`src/dle_pkg.sv`:
```
package dle_pkg;

  localparam int FRAME_DEPTH = 48;
  localparam int AW          = $clog2(FRAME_DEPTH);
  localparam int BYTE_W      = 8;
  localparam int CRC_W       = 16;
  localparam int CFG_IDX_W   = 8;
  localparam int CFG_DATA_W  = 16;

  localparam logic [CRC_W-1:0] CRC_POLY = 16'h1021;

  localparam logic [CRC_W-1:0]  CRC_INIT_RST = 16'hFFFF;
  localparam logic [BYTE_W-1:0] ESC_RST      = 8'h10;
  localparam logic [BYTE_W-1:0] START_RST    = 8'h02;
  localparam logic [BYTE_W-1:0] END_RST      = 8'h03;

  localparam logic [CFG_IDX_W-1:0] REG_CRC_INIT = 8'd0;
  localparam logic [CFG_IDX_W-1:0] REG_ESCAPE   = 8'd1;
  localparam logic [CFG_IDX_W-1:0] REG_START    = 8'd2;
  localparam logic [CFG_IDX_W-1:0] REG_END      = 8'd3;

  typedef enum logic [1:0] {
    KIND_DATA     = 2'd0,
    KIND_EMPTY    = 2'd1,
    KIND_CRC_ERR  = 2'd2,
    KIND_OVERFLOW = 2'd3
  } kind_e;

  typedef enum logic [3:0] {
    ST_IDLE,
    ST_CRC_RD,
    ST_CRC_UPD,
    ST_RXLO_RD,
    ST_RXLO_CAP,
    ST_RXHI_RD,
    ST_CHECK,
    ST_PL_RD,
    ST_PL_LOAD
  } state_e;

  // CRC-16-CCITT, MSB first, one byte
  function automatic logic [CRC_W-1:0] crc_byte(input logic [CRC_W-1:0] crc,
                                                input logic [BYTE_W-1:0] b);
    logic [CRC_W-1:0] c;
    c = crc ^ {b, 8'h00};
    for (int i = 0; i < 8; i++) begin
      c = c[CRC_W-1] ? ((c << 1) ^ CRC_POLY) : (c << 1);
    end
    return c;
  endfunction

endpackage

```
`src/dle_if.sv`:
```
interface dle_in_if import dle_pkg::*; ();
  logic              valid;
  logic              ready;
  logic [BYTE_W-1:0] rx_byte;

  modport source (output valid, rx_byte, input ready);
  modport sink   (input valid, rx_byte, output ready);
endinterface

interface dle_out_if import dle_pkg::*; ();
  logic              valid;
  logic              ready;
  logic [1:0]        kind;
  logic [BYTE_W-1:0] data_byte;
  logic              last;
  logic [15:0]       good_frames;
  logic [15:0]       crc_errors;
  logic [15:0]       overflows;

  modport source (output valid, kind, data_byte, last, good_frames, crc_errors, overflows,
                  input ready);
  modport sink   (input valid, kind, data_byte, last, good_frames, crc_errors, overflows,
                  output ready);
endinterface

interface dle_cfg_if import dle_pkg::*; ();
  logic                  valid;
  logic                  ready;
  logic [CFG_IDX_W-1:0]  index;
  logic [CFG_DATA_W-1:0] value;

  modport source (output valid, index, value, input ready);
  modport sink   (input valid, index, value, output ready);
endinterface

```
`src/dle_ram.sv`:
```
module dle_ram #(
  parameter int WIDTH = 8,
  parameter int DEPTH = 48,
  localparam int AW   = $clog2(DEPTH)
) (
  input  logic             clk_i,
  input  logic             we_i,
  input  logic [AW-1:0]    waddr_i,
  input  logic [WIDTH-1:0] wdata_i,
  input  logic [AW-1:0]    raddr_i,
  output logic [WIDTH-1:0] rdata_o
);

  logic [WIDTH-1:0] mem_q [DEPTH];
  logic [WIDTH-1:0] rdata_q;

  always_ff @(posedge clk_i) begin
    if (we_i) begin
      mem_q[waddr_i] <= wdata_i;
    end
    rdata_q <= mem_q[raddr_i];
  end

  assign rdata_o = rdata_q;

endmodule

```
`src/dle_stuffed_frame_receiver_crc16.sv`:
```
// Input: a received word is taken only while idle with a free output slot.
// Frame end: CRC walks the frame store, a read and an update state per payload byte
//   (registered RAM read), then reads the received CRC low and high bytes and compares.
// Output run: a store read then a load per payload word, held while the output stalls.
// Reset: counters zero, codes and CRC init to defaults, frame store is not cleared.
module dle_stuffed_frame_receiver_crc16 import dle_pkg::*; (
  input  logic   clk_i,
  input  logic   rst_ni,
  dle_in_if.sink     in_i,
  dle_out_if.source  out_o,
  dle_cfg_if.sink    cfg_i
);

  state_e state_q, state_d;

  logic [CRC_W-1:0]  crc_init_q;
  logic [BYTE_W-1:0] esc_q, start_q, end_q;

  logic          in_frame_q, in_frame_d;
  logic          esc_seen_q, esc_seen_d;
  logic [AW-1:0] fill_q, fill_d;
  logic [15:0]   good_q, good_d;
  logic [15:0]   crcerr_q, crcerr_d;
  logic [15:0]   ovf_q, ovf_d;

  logic [CRC_W-1:0]  crc_q, crc_d;
  logic [AW-1:0]     ptr_q, ptr_d;
  logic [AW-1:0]     plen_q, plen_d;
  logic [BYTE_W-1:0] rx_lo_q, rx_lo_d;

  logic              out_valid_q, out_valid_d;
  kind_e             kind_q, kind_d;
  logic [BYTE_W-1:0] data_q, data_d;
  logic              last_q, last_d;

  logic              we;
  logic [BYTE_W-1:0] rdata;
  logic              in_acc, out_free, crc_ok, start_check, pl_last;

  assign out_free    = !out_valid_q || out_o.ready;
  assign in_i.ready  = (state_q == ST_IDLE) && out_free;
  assign in_acc      = in_i.valid && in_i.ready;
  assign cfg_i.ready = 1'b1;
  assign crc_ok      = ({rdata, rx_lo_q} == crc_q);
  assign pl_last     = (ptr_q == plen_q - AW'(1));
  assign start_check = in_acc && in_frame_q && esc_seen_q && (in_i.rx_byte != esc_q) &&
                       (in_i.rx_byte == end_q) && (fill_q >= AW'(2));

  dle_ram #(.WIDTH(BYTE_W), .DEPTH(FRAME_DEPTH)) u_store (
    .clk_i   (clk_i),
    .we_i    (we),
    .waddr_i (fill_q),
    .wdata_i (in_i.rx_byte),
    .raddr_i (ptr_q),
    .rdata_o (rdata)
  );

  // next state
  always_comb begin
    state_d = state_q;
    case (state_q)
      ST_IDLE: begin
        if (start_check) begin
          state_d = (fill_q == AW'(2)) ? ST_RXLO_RD : ST_CRC_RD;
        end
      end
      ST_CRC_RD:   state_d = ST_CRC_UPD;
      ST_CRC_UPD:  state_d = (ptr_q + AW'(1) == plen_q) ? ST_RXLO_RD : ST_CRC_RD;
      ST_RXLO_RD:  state_d = ST_RXLO_CAP;
      ST_RXLO_CAP: state_d = ST_RXHI_RD;
      ST_RXHI_RD:  state_d = ST_CHECK;
      ST_CHECK: begin
        if (out_free) begin
          state_d = (!crc_ok || plen_q == '0) ? ST_IDLE : ST_PL_RD;
        end
      end
      ST_PL_RD:    state_d = ST_PL_LOAD;
      ST_PL_LOAD: begin
        if (out_free) begin
          state_d = pl_last ? ST_IDLE : ST_PL_RD;
        end
      end
      default:     state_d = ST_IDLE;
    endcase
  end

  // datapath and outputs
  always_comb begin
    in_frame_d  = in_frame_q;
    esc_seen_d  = esc_seen_q;
    fill_d      = fill_q;
    good_d      = good_q;
    crcerr_d    = crcerr_q;
    ovf_d       = ovf_q;
    crc_d       = crc_q;
    ptr_d       = ptr_q;
    plen_d      = plen_q;
    rx_lo_d     = rx_lo_q;
    out_valid_d = out_valid_q && !out_o.ready;
    kind_d      = kind_q;
    data_d      = data_q;
    last_d      = last_q;
    we          = 1'b0;

    case (state_q)
      ST_IDLE: begin
        if (in_acc) begin
          if (!in_frame_q) begin
            if (esc_seen_q) begin
              if (in_i.rx_byte == start_q) begin
                in_frame_d = 1'b1;
                fill_d     = '0;
              end
              esc_seen_d = 1'b0;
            end else if (in_i.rx_byte == esc_q) begin
              esc_seen_d = 1'b1;
            end
          end else if (!esc_seen_q && in_i.rx_byte == esc_q) begin
            esc_seen_d = 1'b1;
          end else if (esc_seen_q && in_i.rx_byte != esc_q) begin
            // frame end or bad escape: frame closes either way
            in_frame_d = 1'b0;
            esc_seen_d = 1'b0;
            fill_d     = '0;
            if (in_i.rx_byte == end_q) begin
              if (fill_q < AW'(2)) begin
                crcerr_d    = crcerr_q + 16'd1;
                out_valid_d = 1'b1;
                kind_d      = KIND_CRC_ERR;
                data_d      = '0;
                last_d      = 1'b1;
              end else begin
                plen_d = fill_q - AW'(2);
                ptr_d  = '0;
                crc_d  = crc_init_q;
              end
            end
          end else begin
            // plain or stuffed byte
            esc_seen_d = 1'b0;
            we         = 1'b1;
            if (fill_q == AW'(FRAME_DEPTH - 1)) begin
              in_frame_d  = 1'b0;
              fill_d      = '0;
              ovf_d       = ovf_q + 16'd1;
              out_valid_d = 1'b1;
              kind_d      = KIND_OVERFLOW;
              data_d      = '0;
              last_d      = 1'b1;
            end else begin
              fill_d = fill_q + AW'(1);
            end
          end
        end
      end
      ST_CRC_UPD: begin
        crc_d = crc_byte(crc_q, rdata);
        ptr_d = ptr_q + AW'(1);
      end
      ST_RXLO_CAP: begin
        rx_lo_d = rdata;
        ptr_d   = ptr_q + AW'(1);
      end
      ST_CHECK: begin
        if (out_free) begin
          if (!crc_ok) begin
            crcerr_d    = crcerr_q + 16'd1;
            out_valid_d = 1'b1;
            kind_d      = KIND_CRC_ERR;
            data_d      = '0;
            last_d      = 1'b1;
          end else begin
            good_d = good_q + 16'd1;
            ptr_d  = '0;
            if (plen_q == '0) begin
              out_valid_d = 1'b1;
              kind_d      = KIND_EMPTY;
              data_d      = '0;
              last_d      = 1'b1;
            end
          end
        end
      end
      ST_PL_LOAD: begin
        if (out_free) begin
          out_valid_d = 1'b1;
          kind_d      = KIND_DATA;
          data_d      = rdata;
          last_d      = pl_last;
          ptr_d       = ptr_q + AW'(1);
        end
      end
      default: begin
      end
    endcase
  end

  always_ff @(posedge clk_i or negedge rst_ni) begin
    if (!rst_ni) begin
      state_q     <= ST_IDLE;
      in_frame_q  <= 1'b0;
      esc_seen_q  <= 1'b0;
      fill_q      <= '0;
      good_q      <= '0;
      crcerr_q    <= '0;
      ovf_q       <= '0;
      out_valid_q <= 1'b0;
      crc_init_q  <= CRC_INIT_RST;
      esc_q       <= ESC_RST;
      start_q     <= START_RST;
      end_q       <= END_RST;
    end else begin
      state_q     <= state_d;
      in_frame_q  <= in_frame_d;
      esc_seen_q  <= esc_seen_d;
      fill_q      <= fill_d;
      good_q      <= good_d;
      crcerr_q    <= crcerr_d;
      ovf_q       <= ovf_d;
      out_valid_q <= out_valid_d;
      if (cfg_i.valid) begin
        case (cfg_i.index)
          REG_CRC_INIT: crc_init_q <= cfg_i.value;
          REG_ESCAPE:   esc_q      <= cfg_i.value[BYTE_W-1:0];
          REG_START:    start_q    <= cfg_i.value[BYTE_W-1:0];
          REG_END:      end_q      <= cfg_i.value[BYTE_W-1:0];
          default: begin
          end
        endcase
      end
    end
  end

  always_ff @(posedge clk_i) begin
    crc_q   <= crc_d;
    ptr_q   <= ptr_d;
    plen_q  <= plen_d;
    rx_lo_q <= rx_lo_d;
    kind_q  <= kind_d;
    data_q  <= data_d;
    last_q  <= last_d;
  end

  assign out_o.valid       = out_valid_q;
  assign out_o.kind        = kind_q;
  assign out_o.data_byte   = data_q;
  assign out_o.last        = last_q;
  assign out_o.good_frames = good_q;
  assign out_o.crc_errors  = crcerr_q;
  assign out_o.overflows   = ovf_q;

  a_good_from_check: assert property (@(posedge clk_i) disable iff (!rst_ni)
    !$stable(good_q) |-> $past(state_q == ST_CHECK))
    else $error("good count moved outside CRC check");

  a_ovf_from_byte: assert property (@(posedge clk_i) disable iff (!rst_ni)
    !$stable(ovf_q) |-> $past(in_acc && in_frame_q))
    else $error("overflow count moved without a word in frame");

  a_crc_ptr: assert property (@(posedge clk_i) disable iff (!rst_ni)
    (state_q == ST_CRC_RD) |-> (ptr_q < plen_q))
    else $error("CRC walk past payload");

  a_run_end: assert property (@(posedge clk_i) disable iff (!rst_ni)
    (state_q == ST_PL_LOAD && out_free && pl_last) |=> (state_q == ST_IDLE && last_q))
    else $error("payload run did not close");

  a_status_last: assert property (@(posedge clk_i) disable iff (!rst_ni)
    (out_valid_q && kind_q != KIND_DATA) |-> (last_q && data_q == '0))
    else $error("status word without last");

endmodule
```
`src/flat_wrapper.sv`:
```
// flat-port wrapper written by rule: the top's interface ports become plain ports
module dle_stuffed_frame_receiver_crc16_flat import dle_pkg::*;
  (clk_i, rst_ni, in_i_valid, in_i_rx_byte, in_i_ready, out_o_valid, out_o_kind, out_o_data_byte, out_o_last, out_o_good_frames, out_o_crc_errors, out_o_overflows, out_o_ready, cfg_i_valid, cfg_i_index, cfg_i_value, cfg_i_ready);
  dle_in_if in_i_i ();
  dle_out_if out_o_i ();
  dle_cfg_if cfg_i_i ();
  input  logic clk_i;
  input  logic rst_ni;
  input wire logic [$bits(in_i_i.valid)-1:0] in_i_valid;
  input wire logic [$bits(in_i_i.rx_byte)-1:0] in_i_rx_byte;
  output wire logic [$bits(in_i_i.ready)-1:0] in_i_ready;
  output wire logic [$bits(out_o_i.valid)-1:0] out_o_valid;
  output wire logic [$bits(out_o_i.kind)-1:0] out_o_kind;
  output wire logic [$bits(out_o_i.data_byte)-1:0] out_o_data_byte;
  output wire logic [$bits(out_o_i.last)-1:0] out_o_last;
  output wire logic [$bits(out_o_i.good_frames)-1:0] out_o_good_frames;
  output wire logic [$bits(out_o_i.crc_errors)-1:0] out_o_crc_errors;
  output wire logic [$bits(out_o_i.overflows)-1:0] out_o_overflows;
  input wire logic [$bits(out_o_i.ready)-1:0] out_o_ready;
  input wire logic [$bits(cfg_i_i.valid)-1:0] cfg_i_valid;
  input wire logic [$bits(cfg_i_i.index)-1:0] cfg_i_index;
  input wire logic [$bits(cfg_i_i.value)-1:0] cfg_i_value;
  output wire logic [$bits(cfg_i_i.ready)-1:0] cfg_i_ready;
  assign in_i_i.valid = in_i_valid;
  assign in_i_i.rx_byte = in_i_rx_byte;
  assign in_i_ready = in_i_i.ready;
  assign out_o_valid = out_o_i.valid;
  assign out_o_kind = out_o_i.kind;
  assign out_o_data_byte = out_o_i.data_byte;
  assign out_o_last = out_o_i.last;
  assign out_o_good_frames = out_o_i.good_frames;
  assign out_o_crc_errors = out_o_i.crc_errors;
  assign out_o_overflows = out_o_i.overflows;
  assign out_o_i.ready = out_o_ready;
  assign cfg_i_i.valid = cfg_i_valid;
  assign cfg_i_i.index = cfg_i_index;
  assign cfg_i_i.value = cfg_i_value;
  assign cfg_i_ready = cfg_i_i.ready;
  dle_stuffed_frame_receiver_crc16 u_core (.clk_i(clk_i), .rst_ni(rst_ni), .in_i(in_i_i), .out_o(out_o_i), .cfg_i(cfg_i_i));
endmodule
```
`config.mk`:
```
export PLATFORM = sky130hd
export DESIGN_NAME = dle_stuffed_frame_receiver_crc16_flat
export DESIGN_NICKNAME = d
export VERILOG_FILES = /design/src/dle_pkg.sv /design/src/dle_if.sv /design/src/dle_ram.sv /design/src/dle_stuffed_frame_receiver_crc16.sv /design/src/flat_wrapper.sv
export SDC_FILE = /design/constraint.sdc
export NUM_CORES = 1
export LEC_CHECK = 0
export ABC_AREA = 0
export BUFFER_PORTS_ARGS = -buffer_cell sky130_fd_sc_hd__buf_2
export CAP_MARGIN = 20
export CORE_MARGIN = 4
export CORE_UTILIZATION = 65
export CTS_CLUSTER_SIZE = 30
export DETAILED_ROUTE_END_ITERATION = 12
export PLACE_DENSITY = 0.94
export SLEW_MARGIN = 20
export SYNTH_ARGS = -nofsm -noshare
export SYNTH_HDL_FRONTEND = slang
export SYNTH_SLANG_ARGS = --single-unit
```
`constraint.sdc`:
```
create_clock -name clk_i -period 8.5 [get_ports clk_i]
set_clock_uncertainty 0.2 [all_clocks]
set_input_delay 0.85 -clock clk_i [delete_from_list [all_inputs] [get_ports clk_i]]
set_output_delay 0.85 -clock clk_i [all_outputs]
set_load 0.03 [all_outputs]
```
* Yosys cells after proc, flatten, opt, wreduce, memory -nomap -nowiden
Memory sizes are Yosys's and may differ from the RTL's. A register that Yosys moved wholly into a read port is not among the register bits.
Cells that the tools add are included.
** Storage, ports and cells
- Latch bits :: 0
- Word-level logic and storage cells :: 231
- Bits of input ports :: 37
- Memories kept :: 1
- Flip-flop bits (word level) :: 148
- Bits in writable memories :: 384
- Output and inout port bits :: 62
- Bits in read-only memories :: 0
** Cells by class
- Multiplexer cells :: 113
- Add/sub/neg operators :: 7
- Div/mod/pow operators :: 0
- Equal/unequal tests :: 37
- Multiply operators :: 0
- $lt $le $gt $ge :: 2
- Shift operators :: 0
- Reductions and logical operators :: 40
- Bitwise gates (word level) :: 12
** Memories
- u_core.u_store.mem_q :: depth 48, width 8, rd ports 1, clocked after memory_dff 1, write ports 1, line dle_ram.sv:14 : logic [WIDTH-1:0] mem_q [DEPTH];
** Operator list (count)
- 2-to-1 mux 16 bit :: 14
- 2-to-1 mux 13 bit :: 8
- 2-to-1 mux 6 bit :: 15
- 2-to-1 mux 8 bit :: 11
- one-hot mux 16 bit (2 select lines) :: 2
- adder 16 x 1 -> 16 bit (second input constant) :: 3
- 2-to-1 mux 1 bit :: 39
- one-hot mux 4 bit (9 select lines) :: 1
- 2-to-1 mux 2 bit :: 13
- == test 8 bit :: 3
- NOT 3 bit :: 8
- one-hot mux 6 bit (4 select lines) :: 1
- one-hot mux 8 bit (3 select lines) :: 1
- AND reduction 10 bit :: 2
- == test 16 bit :: 1
- == test 4 x 3 -> 1 bit (second input constant) :: 4
- == test 8 x 2 -> 1 bit (second input constant) :: 2
- XOR 16 bit :: 1
- inequality test 2 bit (second input constant) :: 7
- AND reduction 7 bit :: 2
- adder 6 x 1 -> 6 bit (second input constant) :: 2
- == test 6 bit :: 2
- 2-to-1 mux 4 bit :: 3
- inequality test 2 x 1 -> 1 bit (second input constant) :: 6
- 31 further kinds :: 60

* Logic depth before layout (Yosys ltp)
- Depth after elaboration :: 18
- Mapped depth :: 10

* By module
A second synthesis with hierarchy kept.
** Unflattened totals
- Cells, all modules :: 1439
- Area total of the unflattened synthesis :: 22840.7 um^2
** Modules (own cells, without submodules)
- dle_ram :: instances 1, sequential area each 11691.2 um^2, cells an instance 790, area each 15334.7 um^2
- dle_stuffed_frame_receiver_crc16 :: instances 1, sequential area each 3963.8 um^2, cells an instance 649, area each 7505.9 um^2

* Worst setup path after synthesis
Ideal clock, no wire load.
- Path type :: input to register
- From :: input in_i_rx_byte[4]
- To :: register u_core.crc_q[0], enable pin
- Stages :: 9
- Data required time :: 7.886 ns
- Setup slack :: 4.380 ns
- Buffers on the path :: 0
- Library setup time :: 0.414 ns
- Arrival time :: 3.507 ns
- Cell sequence :: xor2_1 > nor4_1 > nand2_1 > inv_1 > ha_1 > nor4_2 > nand3_1 > nand2_1 > a21boi_0
** Between the ends
- Longest elaborated chain between the ends :: 4
- Elaborated cells on any way between the ends :: 9
- Classes of those cells :: eq/ne: 6; reduce/logical: 3
** RTL lines
- start: declaration :: line flat_wrapper.sv:10 : input wire logic [$bits(in_i_i.rx_byte)-1:0] in_i_rx_byte;
- inequality test 8 bit / == test 8 bit (equally long branches) :: line dle_stuffed_frame_receiver_crc16.sv:120, dle_stuffed_frame_receiver_crc16.sv:118
- logical AND 1 bit (on tied branches) :: line dle_stuffed_frame_receiver_crc16.sv:120, dle_stuffed_frame_receiver_crc16.sv:118
- inequality test 2 bit (no source line)
- AND reduction 7 bit (no source line) *
- end signal: assignment :: line dle_stuffed_frame_receiver_crc16.sv:235 : crc_q <= crc_d;
- end: declaration :: line dle_stuffed_frame_receiver_crc16.sv:26 : logic [CRC_W-1:0] crc_q, crc_d;
Every way passes the cells marked *; elsewhere a longest branch is shown, timed or not.
A chain may end at the register's enable or synchronous reset.

* Worst setup path in the final report
- From :: input in_i_rx_byte[5]
- To :: memory u_core.u_store.mem_q[0][5], enable pin
** Between the ends
- Longest elaborated chain between the ends :: 9
- Elaborated cells on any way between the ends :: 11
- Classes of those cells :: eq/ne: 2; mux: 7; reduce/logical: 2
** RTL lines
- inequality test 8 bit :: line dle_stuffed_frame_receiver_crc16.sv:120 : end else if (esc_seen_q && in_i.rx_byte != esc_q) begin
- logical AND 1 bit :: line dle_stuffed_frame_receiver_crc16.sv:120
- 2-to-1 mux 1 bit :: line dle_stuffed_frame_receiver_crc16.sv:120
- 2-to-1 mux 1 bit * :: line dle_stuffed_frame_receiver_crc16.sv:118 : end else if (!esc_seen_q && in_i.rx_byte == esc_q) begin
- 2-to-1 mux 1 bit * :: line dle_stuffed_frame_receiver_crc16.sv:108 : if (!in_frame_q) begin
- 2-to-1 mux 1 bit * :: line dle_stuffed_frame_receiver_crc16.sv:107 : if (in_acc) begin
- 2-to-1 mux 1 bit * :: line dle_stuffed_frame_receiver_crc16.sv:105 : case (state_q)
- 2-to-1 mux 1 bit * :: line dle_ram.sv:18 : if (we_i) begin
- 2-to-1 mux 1 bit (not written as such) * :: line dle_ram.sv:19 : mem_q[waddr_i] <= wdata_i;
- end: declaration :: line dle_ram.sv:14
Marks and branches as above.

==> out/metrics.csv <==
stage,metric,value,unit
finish,layout cells sized above 1,26.9,%
sta,min Tclk post-route,4.17,ns
logic_synthesis,Post-Synth XOR/XNOR Area,4.65,%
sta,"Slew Viols, Final",0,
pwr,worst-case vdd ir drop,0.000213,V
pwr,Seq pwr share,53.2,%
worst_setup_path,r2r endpoint,u_core.u_store.rdata_o[1]$_DFF_P_,
worst_setup_path,Worst Path Max Fanout,51,
logic_synthesis,synthesized flop and latch total,540,
cts,CTS root buffer,clkbuf_16,
run_status,outcome,"complete, no violations",
worst_setup_path,crit path kind,in2reg,
logic_synthesis,largest family of logic cells by synthesized area,multiplexers,
global_route,grt ovf,0,
global_route,initial antenna violation count,1,
logic_synthesis,number of synthesized flops with an enable pin,431,
sta,final setup margin,4.33,ns
pwr,Leak Pwr,9.06,nW
logic_synthesis,Synth Area in Simple Gates,6.20,%
pwr,Int Power,0.00430,W
min_path,hold path endpoint,u_core.out_o.crc_errors[15]$_DFFE_PN0P_,
sta,headroom to the max-slew limit,34.0,%
worst_setup_path,Startpoint Class,primary input,
logic_synthesis,compound-gate portion of the synthesized area,2.34,%
logic_synthesis,multiplexer share of the synthesized area,14.8,%
sta,setup violators final,0,
cts,TritonCTS clock tree,built,
pwr,clock share of power,42.7,%
cts,clk sinks,540,
cts,CTS H-Tree Depth,2,
logic_synthesis,Synth async-reset ratio,18.7,%
sta,setup tns final,0,ns
logic_synthesis,Adder-Cell Fraction of Synth Area,0.838,%
worst_setup_path,CP required,8.50,ns
drt,DRT antenna net count,0,
drt,met2 wire len,26500,um
sta,Worst-Margin Slew,0.990,ns
pwr,switching power total,0.00117,W
logic_synthesis,Mean Syn Cell Area,17.3,sq um
place,PortBufs,97,
worst_setup_path,R2R Path Start,u_core.ptr_q[1]$_SDFFCE_PN0P_,
worst_setup_path,R2R depth,6,
cts,Clock Latency Late Sink,0.59,ns
place,pre-CTS setup slack,3.81,ns
finish,Layout area overhead,12.4,%
floorplanning,Initial Utilization,66.3,%
floorplanning,# IOs,99,
finish,Filler cells,1820,
logic_synthesis,Syn. warnings,0,
finish,# nets final,1465,
pwr,cell area power density,217,nW/um^2
drt,final WL,53000,um
logic_synthesis,Synth Cell Area,22400,sq um
min_path,hold depth,1,
drt,drt pass-1 iters,5,
cts,Max clock buf depth,3,
sta,post-route clock period utilization,49.0,%
place,post-DP HPWL,31900,um
cts,"CTS clk-pin slew, worst paths",0.06,ns
drt,post-DR wirelength/cell,27.8,um
worst_setup_path,R2R setup slack,4.65,ns
worst_setup_path,crit end category,flip-flop,
drt,wl on met1,19300,um
global_route,number of global-route vias before repair,12800,
drt,initial drt markers,1600,
logic_synthesis,"Seq/Total Area, Yosys",69.9,%
global_route,first-pass GRT wire length,81500,um
drt,Top Layer Used,met5,
floorplanning,num rows,67,
logic_synthesis,synth unique cells,60,
floorplanning,Die Height,194,um
place,routability cong.,0.905,
pwr,Gate power share,4.1,%
sta,worst hold slack,0.265,ns
drt,DR WL met3,5040,um
floorplanning,Die Area,37500,sq um
global_route,Total Routing Usage GR,28.2,%
logic_synthesis,"Top FF cell, synth",edfxtp_1,
drt,via count,12700,
drt,Vias/cell,6.69,
sta,RSZ-0062 raised after global routing,no,
pwr,Sw Ratio,21.3,%
min_path,Hold Crit Start,u_core.out_o.crc_errors[15]$_DFFE_PN0P_,
cts,Resize count post-CTS,0,
min_path,Worst Hold Class,reg2reg,
sta,fmax,0.240,GHz
drt,DRC errors left,0,
floorplanning,core region area,33800,sq um
floorplanning,Die Width,194,um
logic_synthesis,Mapped Cells,1292,
job,max-cap check violation count,0,
logic_synthesis,Syn Nets,1344,
worst_setup_path,crit path DAT,4.17,ns
global_route,largest net degree at the start of global routing,79,
cts,TritonCTS Buffers,51,
sta,"Hold Vio Cnt, Final",0,
[worst max-delay path: stages]
cell,delay [ns]
buf_2,0.08
buf_4,0.50
xor2_1,0.14
nor4_1,0.32
nand2_1,0.16
ha_1,0.33
or4b_4,0.53
nor2_1,0.22
nand2_1,0.30
nor2_1,0.67
[through the flow]
step / instance area (sq um) / instances / total power (W) / utilization [%]
after floorplan: 22400 / 1292 / 0.00307 / -
after global routing: 25200 / 1903 / 0.00561 / 74.5
after global placement: 23400 / 1805 / 0.00316 / 69.2
after CTS: 25100 / 1901 / 0.00547 / 74.3
after detailed placement: 23400 / 1805 / 0.00317 / 69.2
final: 25200 / 1904 / 0.00546 / 74.5
[flip-flops by register name, indices dropped and copies added, names as in the netlist]
name,flops
u_core.u_store.mem_q,384
u_core.crc_init_q,16
u_core.crc_q,16
u_core.out_o.crc_errors,16
u_core.out_o.good_frames,16
u_core.out_o.overflows,16
u_core.end_q,8
u_core.esc_q,8
u_core.out_o.data_byte,8
u_core.rx_lo_q,8
u_core.start_q,8
u_core.u_store.rdata_o,8
u_core.fill_q,6
u_core.plen_q,6
u_core.ptr_q,6
u_core.state_q,4
u_core.out_o.kind,2
u_core.esc_seen_q,1
u_core.in_frame_q,1
u_core.out_o.last,1
u_core.out_o.valid,1
[cell usage in the layout (no fill, tap or decap), types with 10 or more instances in the layout]
cell type / Yosys / routed
edfxtp_1: 431 / 431
mux4_2: 120 / 120
buf_2: 1 / 96
nor2_1: 83 / 83
dfrtp_1: 81 / 81
nand2_1: 79 / 79
xor2_1: 68 / 68
clkbuf_16: 0 / 52
xnor2_1: 51 / 51
mux2_2: 47 / 47
o21ai_0: 36 / 36
nand3_1: 31 / 30
buf_4: 1 / 20
dfstp_2: 20 / 20
inv_1: 17 / 17
nor3_1: 18 / 17
ha_1: 15 / 15
clkinv_1: 0 / 14
and3_1: 12 / 12
nor4_1: 12 / 11
a21oi_1: 11 / 11
nand4_1: 10 / 10
a211oi_1: 10 / 10
and2_1: 10 / 10
[worst max-delay path by stage]
stage | from | to | slack (ns) | depth (start not counted)
after floorplan | in_i_rx_byte[4] | u_core.crc_q[0]$_DFFE_PP_ | 4.38 | 9
after detailed placement | in_i_rx_byte[7] | u_core.u_store.mem_q[32][1]$_DFFE_PP_ | 3.81 | 10
after global placement | in_i_rx_byte[7] | u_core.u_store.mem_q[0][2]$_DFFE_PP_ | 3.96 | 10
after global routing | in_i_rx_byte[5] | u_core.u_store.mem_q[0][5]$_DFFE_PP_ | 4.19 | 10
final | in_i_rx_byte[5] | u_core.u_store.mem_q[0][5]$_DFFE_PP_ | 4.33 | 10
after CTS | in_i_rx_byte[7] | u_core.u_store.mem_q[0][5]$_DFFE_PP_ | 4.39 | 10
[power groups by stage]
stage,Clock (W),Sequential [W],Combinational (W)
after floorplan,0,0.00297,0.000102
after global placement,0,0.00296,0.000201
after detailed placement,0,0.00296,0.000210
after CTS,0.00235,0.00291,0.000214
after global routing,0.00247,0.00291,0.000237
final,0.00234,0.00291,0.000221
[cells by family after synthesis]
| logic type | after synthesis |
|---|---|
| AOI/OAI and AO/OA | 84 |
| muxes | 176 |
| other | 1 |
| buffers and inverters | 69 |
| and+or+nand+nor | 288 |
| xor gates and xnor gates | 119 |
| DFF | 540 |
| adders and majority gates | 15 |
[what timing repair did]
action                                 CTS  global route
buffers inserted                         0             0
setup endpoints to repair                0             0
hold buffers                             1             0
endpoints found under the hold margin    8             0
[Yosys cell counts (17+ instances only)]
library cell  instances  share of area (%)
clkbuf_1             32               0.54
mux4_2              120                 12
nor2_1               83                1.4
nand3_1              31               0.69
nand2_1              79                1.3
dfstp_2              20                2.3
nor3_1               18               0.40
o21ai_0              36               0.80
xnor2_1              51                2.0
dfrtp_1              81                9.1
xor2_1               68                2.7
mux2_2               47                2.4
edfxtp_1            431                 58
inv_1                17               0.28
[final cells by class]
class	instances	area [sq um]	share of cell area [%]
diodes	1	2.50	0.00994
clock buffers	60	1340	5.33
clock inverters	35	364	1.45
inverters	17	63.8	0.254
multi-input cells	683	6500	25.8
flip-flops and latches	540	15700	62.2
well taps	448	561	2.23
repair buffers	120	687	2.73
[layer usage]
layer  vias up  global-route usage (%)
met5         -                       0
met4         2                    8.76
met3       159                    5.47
met2       858                    47.0
met1      6438                    38.8
li1       5278                       -
(Power assumes the default switching activity.)
